[src/lau_pkg.sv]
// shared types and constants of the levels adjustment unit
package lau_pkg;

    localparam int CHAN_W   = 8;
    localparam int NUM_CHAN = 3;
    localparam int NUM_W    = 17;
    localparam int DEN_W    = 9;
    localparam int QUOT_W   = 8;
    localparam int IDX_W    = 2;

    localparam logic [IDX_W-1:0] REG_IN_BLACK  = 2'd0;
    localparam logic [IDX_W-1:0] REG_IN_WHITE  = 2'd1;
    localparam logic [IDX_W-1:0] REG_OUT_BLACK = 2'd2;
    localparam logic [IDX_W-1:0] REG_OUT_WHITE = 2'd3;

    typedef enum logic [1:0] {
        CLS_BLACK,
        CLS_WHITE,
        CLS_INTERP
    } lvl_class_t;

    typedef struct packed {
        logic [CHAN_W-1:0] in_black;
        logic [CHAN_W-1:0] in_white;
        logic [CHAN_W-1:0] out_black;
        logic [CHAN_W-1:0] out_white;
    } levels_cfg_t;

    // per-channel work item passed from front to back
    typedef struct packed {
        lvl_class_t       cls;
        logic [NUM_W-1:0] num;
    } chan_work_t;

    typedef chan_work_t [NUM_CHAN-1:0] work_t;

endpackage

[src/lau_front.sv]
// front end: accepts pixels, classifies channels and forms the rounding dividend
module lau_front
    import lau_pkg::*;
(
    input  logic                         clk,
    input  logic                         rst_n,
    input  levels_cfg_t                  cfg,
    input  logic                         in_valid,
    output logic                         in_ready,
    input  logic [NUM_CHAN*CHAN_W-1:0]   in_data,
    output logic                         push,
    output work_t                        push_data,
    input  logic                         queue_full
);

    typedef struct packed {
        lvl_class_t        cls;
        logic [CHAN_W-1:0] dx;
    } chan_cls_t;

    logic                               s1_valid_reg;
    chan_cls_t [NUM_CHAN-1:0]           s1_data_reg;
    chan_cls_t [NUM_CHAN-1:0]           s1_data_next;
    logic                               s2_valid_reg;
    work_t                              s2_data_reg;
    work_t                              s2_data_next;
    logic                               adv1;
    logic                               adv2;
    logic [CHAN_W-1:0]                  span;

    assign adv2     = !s2_valid_reg || !queue_full;
    assign adv1     = !s1_valid_reg || adv2;
    assign in_ready = adv1;
    assign push     = s2_valid_reg && !queue_full;
    assign push_data = s2_data_reg;

    // white test first, so a collapsed input range never interpolates
    always_comb
    begin
        for (int i = 0; i < NUM_CHAN; i++)
        begin
            logic [CHAN_W-1:0] x;
            x = in_data[i*CHAN_W +: CHAN_W];
            s1_data_next[i].dx = x - cfg.in_black;
            if (x >= cfg.in_white)
                s1_data_next[i].cls = CLS_WHITE;
            else if (x <= cfg.in_black)
                s1_data_next[i].cls = CLS_BLACK;
            else
                s1_data_next[i].cls = CLS_INTERP;
        end
    end

    assign span = cfg.in_white - cfg.in_black;

    // num = 2*(ob*(d-dx) + ow*dx) + d, quotient by 2*d rounds half up
    always_comb
    begin
        for (int i = 0; i < NUM_CHAN; i++)
        begin
            logic [CHAN_W-1:0]   rest;
            logic [2*CHAN_W-1:0] p_lo;
            logic [2*CHAN_W-1:0] p_hi;
            logic [NUM_W-1:0]    t_sum;
            rest  = span - s1_data_reg[i].dx;
            p_lo  = cfg.out_black * rest;
            p_hi  = cfg.out_white * s1_data_reg[i].dx;
            t_sum = {1'b0, p_lo} + {1'b0, p_hi};
            s2_data_next[i].cls = s1_data_reg[i].cls;
            s2_data_next[i].num = {t_sum[NUM_W-2:0], 1'b0} + {{(NUM_W-CHAN_W){1'b0}}, span};
        end
    end

    always_ff @(posedge clk or negedge rst_n)
    begin
        if (!rst_n)
        begin
            s1_valid_reg <= 1'b0;
            s2_valid_reg <= 1'b0;
        end
        else
        begin
            if (adv1)
                s1_valid_reg <= in_valid;
            if (adv2)
                s2_valid_reg <= s1_valid_reg;
        end
    end

    always_ff @(posedge clk)
    begin
        if (adv1)
            s1_data_reg <= s1_data_next;
        if (adv2)
            s2_data_reg <= s2_data_next;
    end

endmodule

[src/lau_queue.sv]
// short fifo between front and back ends
module lau_queue
    import lau_pkg::*;
#(
    parameter int DEPTH = 4
)
(
    input  logic  clk,
    input  logic  rst_n,
    input  logic  push,
    input  work_t push_data,
    input  logic  pop,
    output work_t head_data,
    output logic  full,
    output logic  empty
);

    localparam int PTR_W = (DEPTH > 1) ? $clog2(DEPTH) : 1;
    localparam int CNT_W = $clog2(DEPTH + 1);
    localparam logic [PTR_W-1:0] LAST_PTR = PTR_W'(DEPTH - 1);

    work_t             mem [DEPTH];
    logic [PTR_W-1:0]  wr_ptr_reg;
    logic [PTR_W-1:0]  rd_ptr_reg;
    logic [CNT_W-1:0]  count_reg;
    logic              do_push;
    logic              do_pop;

    assign full      = (count_reg == CNT_W'(DEPTH));
    assign empty     = (count_reg == '0);
    assign do_push   = push && !full;
    assign do_pop    = pop && !empty;
    assign head_data = mem[rd_ptr_reg];

    always_ff @(posedge clk or negedge rst_n)
    begin
        if (!rst_n)
        begin
            wr_ptr_reg <= '0;
            rd_ptr_reg <= '0;
            count_reg  <= '0;
        end
        else
        begin
            if (do_push)
                wr_ptr_reg <= (wr_ptr_reg == LAST_PTR) ? '0 : wr_ptr_reg + 1'b1;
            if (do_pop)
                rd_ptr_reg <= (rd_ptr_reg == LAST_PTR) ? '0 : rd_ptr_reg + 1'b1;
            if (do_push && !do_pop)
                count_reg <= count_reg + 1'b1;
            else if (do_pop && !do_push)
                count_reg <= count_reg - 1'b1;
        end
    end

    always_ff @(posedge clk)
    begin
        if (do_push)
            mem[wr_ptr_reg] <= push_data;
    end

endmodule

[src/lau_back.sv]
// back end: restoring divider pipeline, one quotient bit per stage, and output select
module lau_back
    import lau_pkg::*;
(
    input  logic                         clk,
    input  logic                         rst_n,
    input  levels_cfg_t                  cfg,
    input  logic                         queue_empty,
    input  work_t                        head_data,
    output logic                         pop,
    output logic                         out_valid,
    input  logic                         out_ready,
    output logic [NUM_CHAN*CHAN_W-1:0]   out_data
);

    localparam int STAGES = QUOT_W;

    logic [STAGES-1:0]                   v_reg;
    lvl_class_t [NUM_CHAN-1:0]           cls_reg  [STAGES];
    logic [NUM_CHAN-1:0][NUM_W-1:0]      rem_reg  [STAGES];
    logic [NUM_CHAN-1:0][QUOT_W-1:0]     quot_reg [STAGES];
    logic [NUM_CHAN-1:0][NUM_W-1:0]      rem_next [STAGES];
    logic [NUM_CHAN-1:0][QUOT_W-1:0]     quot_next[STAGES];
    logic [DEN_W-1:0]                    den;
    logic                                adv;

    assign den       = {cfg.in_white - cfg.in_black, 1'b0};
    assign adv       = !v_reg[STAGES-1] || out_ready;
    assign pop       = adv && !queue_empty;
    assign out_valid = v_reg[STAGES-1];

    // stage s settles quotient bit STAGES-1-s
    for (genvar s = 0; s < STAGES; s++)
    begin : g_stage
        localparam int SH = STAGES - 1 - s;
        always_comb
        begin
            for (int c = 0; c < NUM_CHAN; c++)
            begin
                logic [NUM_W-1:0]  rem_in;
                logic [QUOT_W-1:0] quot_in;
                logic [NUM_W-1:0]  trial;
                if (s == 0)
                begin
                    rem_in  = head_data[c].num;
                    quot_in = '0;
                end
                else
                begin
                    rem_in  = rem_reg[(s > 0) ? s - 1 : 0][c];
                    quot_in = quot_reg[(s > 0) ? s - 1 : 0][c];
                end
                trial = {{(NUM_W-DEN_W){1'b0}}, den} << SH;
                if (rem_in >= trial)
                begin
                    rem_next[s][c]  = rem_in - trial;
                    quot_next[s][c] = {quot_in[QUOT_W-2:0], 1'b1};
                end
                else
                begin
                    rem_next[s][c]  = rem_in;
                    quot_next[s][c] = {quot_in[QUOT_W-2:0], 1'b0};
                end
            end
        end
    end

    always_ff @(posedge clk or negedge rst_n)
    begin
        if (!rst_n)
            v_reg <= '0;
        else if (adv)
            v_reg <= {v_reg[STAGES-2:0], !queue_empty};
    end

    always_ff @(posedge clk)
    begin
        if (adv)
        begin
            for (int s = 0; s < STAGES; s++)
            begin
                rem_reg[s]  <= rem_next[s];
                quot_reg[s] <= quot_next[s];
                if (s == 0)
                begin
                    for (int c = 0; c < NUM_CHAN; c++)
                        cls_reg[0][c] <= head_data[c].cls;
                end
                else
                    cls_reg[s] <= cls_reg[(s > 0) ? s - 1 : 0];
            end
        end
    end

    always_comb
    begin
        for (int c = 0; c < NUM_CHAN; c++)
        begin
            unique case (cls_reg[STAGES-1][c])
                CLS_WHITE:  out_data[c*CHAN_W +: CHAN_W] = cfg.out_white;
                CLS_BLACK:  out_data[c*CHAN_W +: CHAN_W] = cfg.out_black;
                CLS_INTERP: out_data[c*CHAN_W +: CHAN_W] = quot_reg[STAGES-1][c];
                default:    out_data[c*CHAN_W +: CHAN_W] = cfg.out_black;
            endcase
        end
    end

endmodule

[src/levels_adjustment_unit.sv]
// top level of the levels adjustment unit: config registers, front, queue and back
//
// Maps each of the three 8-bit channels of a pixel through one levels curve set by
// in_black, in_white, out_black and out_white (register indexes 0 to 3). A channel at or
// above in_white gives out_white, otherwise at or below in_black gives out_black, and in
// between the linear interpolation rounded to nearest with halves rounded up. The unit
// takes one pixel per clock while the output is drained; a pixel reaches the master side
// after the two front stages, the queue hand-over and the eight-stage divider that
// resolves one quotient bit per stage. The queue of QUEUE_DEPTH entries lets front and
// back stall independently. Write the registers only while no pixel is in flight.
module levels_adjustment_unit
    import lau_pkg::*;
#(
    parameter int QUEUE_DEPTH = 4
)
(
    input  logic                         clk,
    input  logic                         rst_n,
    input  logic                         s_axis_tvalid,
    output logic                         s_axis_tready,
    input  logic [NUM_CHAN*CHAN_W-1:0]   s_axis_tdata,   // chan_a_in, chan_b_in, chan_c_in
    output logic                         m_axis_tvalid,
    input  logic                         m_axis_tready,
    output logic [NUM_CHAN*CHAN_W-1:0]   m_axis_tdata,   // chan_a_out, chan_b_out, chan_c_out
    input  logic                         cfg_we,
    input  logic [IDX_W-1:0]             cfg_index,
    input  logic [CHAN_W-1:0]            cfg_data
);

    levels_cfg_t cfg_reg;
    logic        push;
    work_t       push_data;
    logic        pop;
    work_t       head_data;
    logic        queue_full;
    logic        queue_empty;

    always_ff @(posedge clk or negedge rst_n)
    begin
        if (!rst_n)
        begin
            cfg_reg.in_black  <= 8'd0;
            cfg_reg.in_white  <= 8'd255;
            cfg_reg.out_black <= 8'd0;
            cfg_reg.out_white <= 8'd255;
        end
        else if (cfg_we)
        begin
            unique case (cfg_index)
                REG_IN_BLACK:  cfg_reg.in_black  <= cfg_data;
                REG_IN_WHITE:  cfg_reg.in_white  <= cfg_data;
                REG_OUT_BLACK: cfg_reg.out_black <= cfg_data;
                REG_OUT_WHITE: cfg_reg.out_white <= cfg_data;
                default:       cfg_reg           <= cfg_reg;
            endcase
        end
    end

    lau_front u_front (
        .clk        (clk),
        .rst_n      (rst_n),
        .cfg        (cfg_reg),
        .in_valid   (s_axis_tvalid),
        .in_ready   (s_axis_tready),
        .in_data    (s_axis_tdata),
        .push       (push),
        .push_data  (push_data),
        .queue_full (queue_full)
    );

    lau_queue #(
        .DEPTH (QUEUE_DEPTH)
    ) u_queue (
        .clk       (clk),
        .rst_n     (rst_n),
        .push      (push),
        .push_data (push_data),
        .pop       (pop),
        .head_data (head_data),
        .full      (queue_full),
        .empty     (queue_empty)
    );

    lau_back u_back (
        .clk         (clk),
        .rst_n       (rst_n),
        .cfg         (cfg_reg),
        .queue_empty (queue_empty),
        .head_data   (head_data),
        .pop         (pop),
        .out_valid   (m_axis_tvalid),
        .out_ready   (m_axis_tready),
        .out_data    (m_axis_tdata)
    );

endmodule

[config.mk]
export PLATFORM = sky130hd
export DESIGN_NAME = levels_adjustment_unit
export DESIGN_NICKNAME = d
export VERILOG_FILES = /design/src/lau_pkg.sv /design/src/lau_front.sv /design/src/lau_queue.sv /design/src/lau_back.sv /design/src/levels_adjustment_unit.sv
export SDC_FILE = /design/constraint.sdc
export NUM_CORES = 2
export LEC_CHECK = 0
export BUFFER_PORTS_ARGS = -buffer_cell sky130_fd_sc_hd__buf_2
export CAP_MARGIN = 15
export CORE_ASPECT_RATIO = 1.75
export CORE_MARGIN = 8
export CORE_UTILIZATION = 35
export DETAILED_ROUTE_END_ITERATION = 16
export PLACE_DENSITY = 0.5
export SLEW_MARGIN = 30
export SYNTH_ARGS = -nofsm -noshare
export SYNTH_HDL_FRONTEND = slang
export SYNTH_HIERARCHICAL = 1
export SYNTH_SLANG_ARGS = --single-unit
[constraint.sdc]
create_clock -name clk -period 19.7 [get_ports clk]
set_clock_uncertainty 0.15 [all_clocks]
set_input_delay 1.97 -clock clk [delete_from_list [all_inputs] [get_ports clk]]
set_output_delay 1.97 -clock clk [all_outputs]
set_load 0.01 [all_outputs]
==> out/results.ini <==
[outcome]
status = completed

[finish]
multi_input_area_mm2 = 0.0291
nets = 5807
area_delta_synth_final_pct = 10.2
drive_above_1_share_pct = 10.0
nFillCells = 16167
largest_register_ffs = 357
final_cell_area_mm2 = 0.0640
seq_area_mm2 = 0.0261
utilization_pct = 38.7

[setup_path]
cp.required_ns = 19.98
arrival_ns = 9.76
critical_path_class = reg -> reg
path_max_fanout = 8
start_kind = register
timing.critical_path.mode_cell = fa_1
end_kind = register
cp_slowest_cell = xor2_1
cp_slowest_stage_delay_ns = 0.77

[yosys]
synthXorXnorAreaFrac_pct = 5.24
yosys.area_share.adder_pct = 21.4
yosys.cell_count.top_type = edfxtp_1
syn_nets = 5729
synthFlopType = edfxtp_1
syn_area_mm2 = 0.0581
synth-seq-cells = 875
syn_inst = 4925
async_flop_share_pct = 5.60
synth_cell_type_count = 108
synth_enable_flop_cells = 826
synthTopCellsByArea = edfxtp_1, fa_1, ha_1, inv_1, xnor2_1
yosysTopAreaCellShare_pct = 42.7
synth_mux_area_share_pct = 3.97
avgSynthCellArea_um2 = 11.8
synth_common_cells = edfxtp_1, inv_1, ha_1
synth_top_area_cell = edfxtp_1
synth_top_family_by_area = adder cells
synthSimpleGateAreaFrac_pct = 11.2
synth_warnings = 6
synth_seq_area_share_pct = 44.8
synth_compound_area_share_pct = 8.15

[clock_network]
root_buffer = clkbuf_16
cts_setup_buffers = 0
clkLatencyLatePin_ns = 0.69
clkTransAtPathRegs_ns = 0.07
cts_sinks = 875
ctsLongestPathBuffers = 3
post_cts_resized = 0
cts_tree = built
hold_buffers = 0
htree_num_levels = 3
cts-buffers-inserted = 87

[sta]
slew_headroom_pct = 35.5
max_freq_mhz = 106
finalSetupViolCount = 0
period_minus_slack_ns = 9.47
tightest_slew_ns = 0.967
tns_ns = 0
rsz0062_at_grt = false
slew_viol_final = 0
finalCritPeriodShare_pct = 48.1
hold_slack_ns = 0.263
hold_viol_final = 0

[detailed_routing]
wl_per_cell_um = 21.0
vias_per_cell = 5.01
drc = 0
dr.pass1.iters = 5
totalWireLength_um = 153000
drt-initial-drc-count = 1791
ant_nets = 0
vias = 36535

[min_path]
min_path_type = reg -> reg

[placement]
port_buffers = 64
place_area_mm2 = 0.0611
hpwl_um = 116000
place_congestion = 0.840

[global_route]
grt_max_degree = 116
grt_pass1_wl_um = 231000
grt_pass1_vias = 39509
antenna_found_initial = 12
gr-total-overflow = 0
grt_usage_pct = 16.9

[die]
start_util_pct = 35.1
rows = 198
dieArea_mm2 = 0.180
die_w_um = 324
core_mm2 = 0.165
io_pins = 65
die_y_um = 555

[job]
maxCapViolCount = 0

## worst paths after layout
| path | from | slack (ns) | depth (start not counted) | to |
|---|---|---|---|---|
| max | cfg_reg[25]$_DFFE_PN0P_ | 10.23 | 28 | u_front/push_data[16]$_DFFE_PP_ |
| min | u_back/quot_reg[1][24]$_DFFE_PN_ | 0.26 | 0 | u_back/quot_reg[1][49]$_DFFE_PN_ |
| max reg2reg | cfg_reg[25]$_DFFE_PN0P_ | 10.23 | 28 | u_front/push_data[16]$_DFFE_PP_ |
| min reg2reg | u_back/quot_reg[1][24]$_DFFE_PN_ | 0.26 | 0 | u_back/quot_reg[1][49]$_DFFE_PN_ |
| max in group asynchronous | rst_n | 17.48 | 2 | cfg_reg[8]$_DFFE_PN0P_ |
| min in group asynchronous | rst_n | 1.26 | 2 | u_back/v_reg[2]$_DFFE_PN0N_ |
## logic make-up after synthesis
logic type / after synthesis
xor gates and xnor gates: 346
buffers and inverters: 770
adders and majority gates: 809
AOI/OAI and AO/OA: 722
and+or+nand+nor: 1255
DFF: 875
muxes: 148
## critical path: cells and delay by family (launching register included)
kind	cells	cell delay, ns
AND/OR/NAND/NOR	5	1.24
buffers and inverters	4	0.35
AO/OA/AOI/OAI	5	1.09
flip-flops	1	0.52
XOR/XNOR	5	1.69
adder cells (fa/ha/maj)	9	4.15
## stage by stage
stage               cells  worst slack, ns
floorplan            4925             3.73
global placement     7114            10.16
detailed placement   7114            10.04
CTS                  7278            10.02
global route         7282             9.66
finish               7286            10.23
## cell type report
| class | instances | share of cell area, % |
|---|---|---|
| Antenna cell | 8 | 0.0313 |
| Tap cell | 2200 | 4.30 |
| Clock inverter | 65 | 1.01 |
| Timing Repair Buffer | 116 | 1.13 |
| Sequential cell | 875 | 40.7 |
| Inverter | 643 | 3.79 |
| Clock buffer | 99 | 3.50 |
| Multi-Input combinational cell | 3280 | 45.5 |
## layout by cell type (no fill, tap or decap), types with 49 or more instances in the layout
cell       instances
a21o_1            68
and2_1           250
buf_2             64
xnor2_1          263
clkbuf_16         88
mux4_2            57
nor2_1           226
nor2b_1           65
inv_1            635
mux2_2            80
buf_4             49
xor2_1            74
nor3_1            72
fa_1             321
a21oi_1          185
nand2b_1          49
o21ai_0          156
nand2_1          352
edfxtp_1         826
ha_1             444
## per-layer routing
layer	global-route usage [%]	part of all wire (%)
met5	0	0
met4	7.35	4.3
met3	1.87	3.0
met2	34.5	57
met1	16.7	35
Power is not shown: default switching activity piles up to over one toggle a cycle in this logic, so the estimate is an artifact.
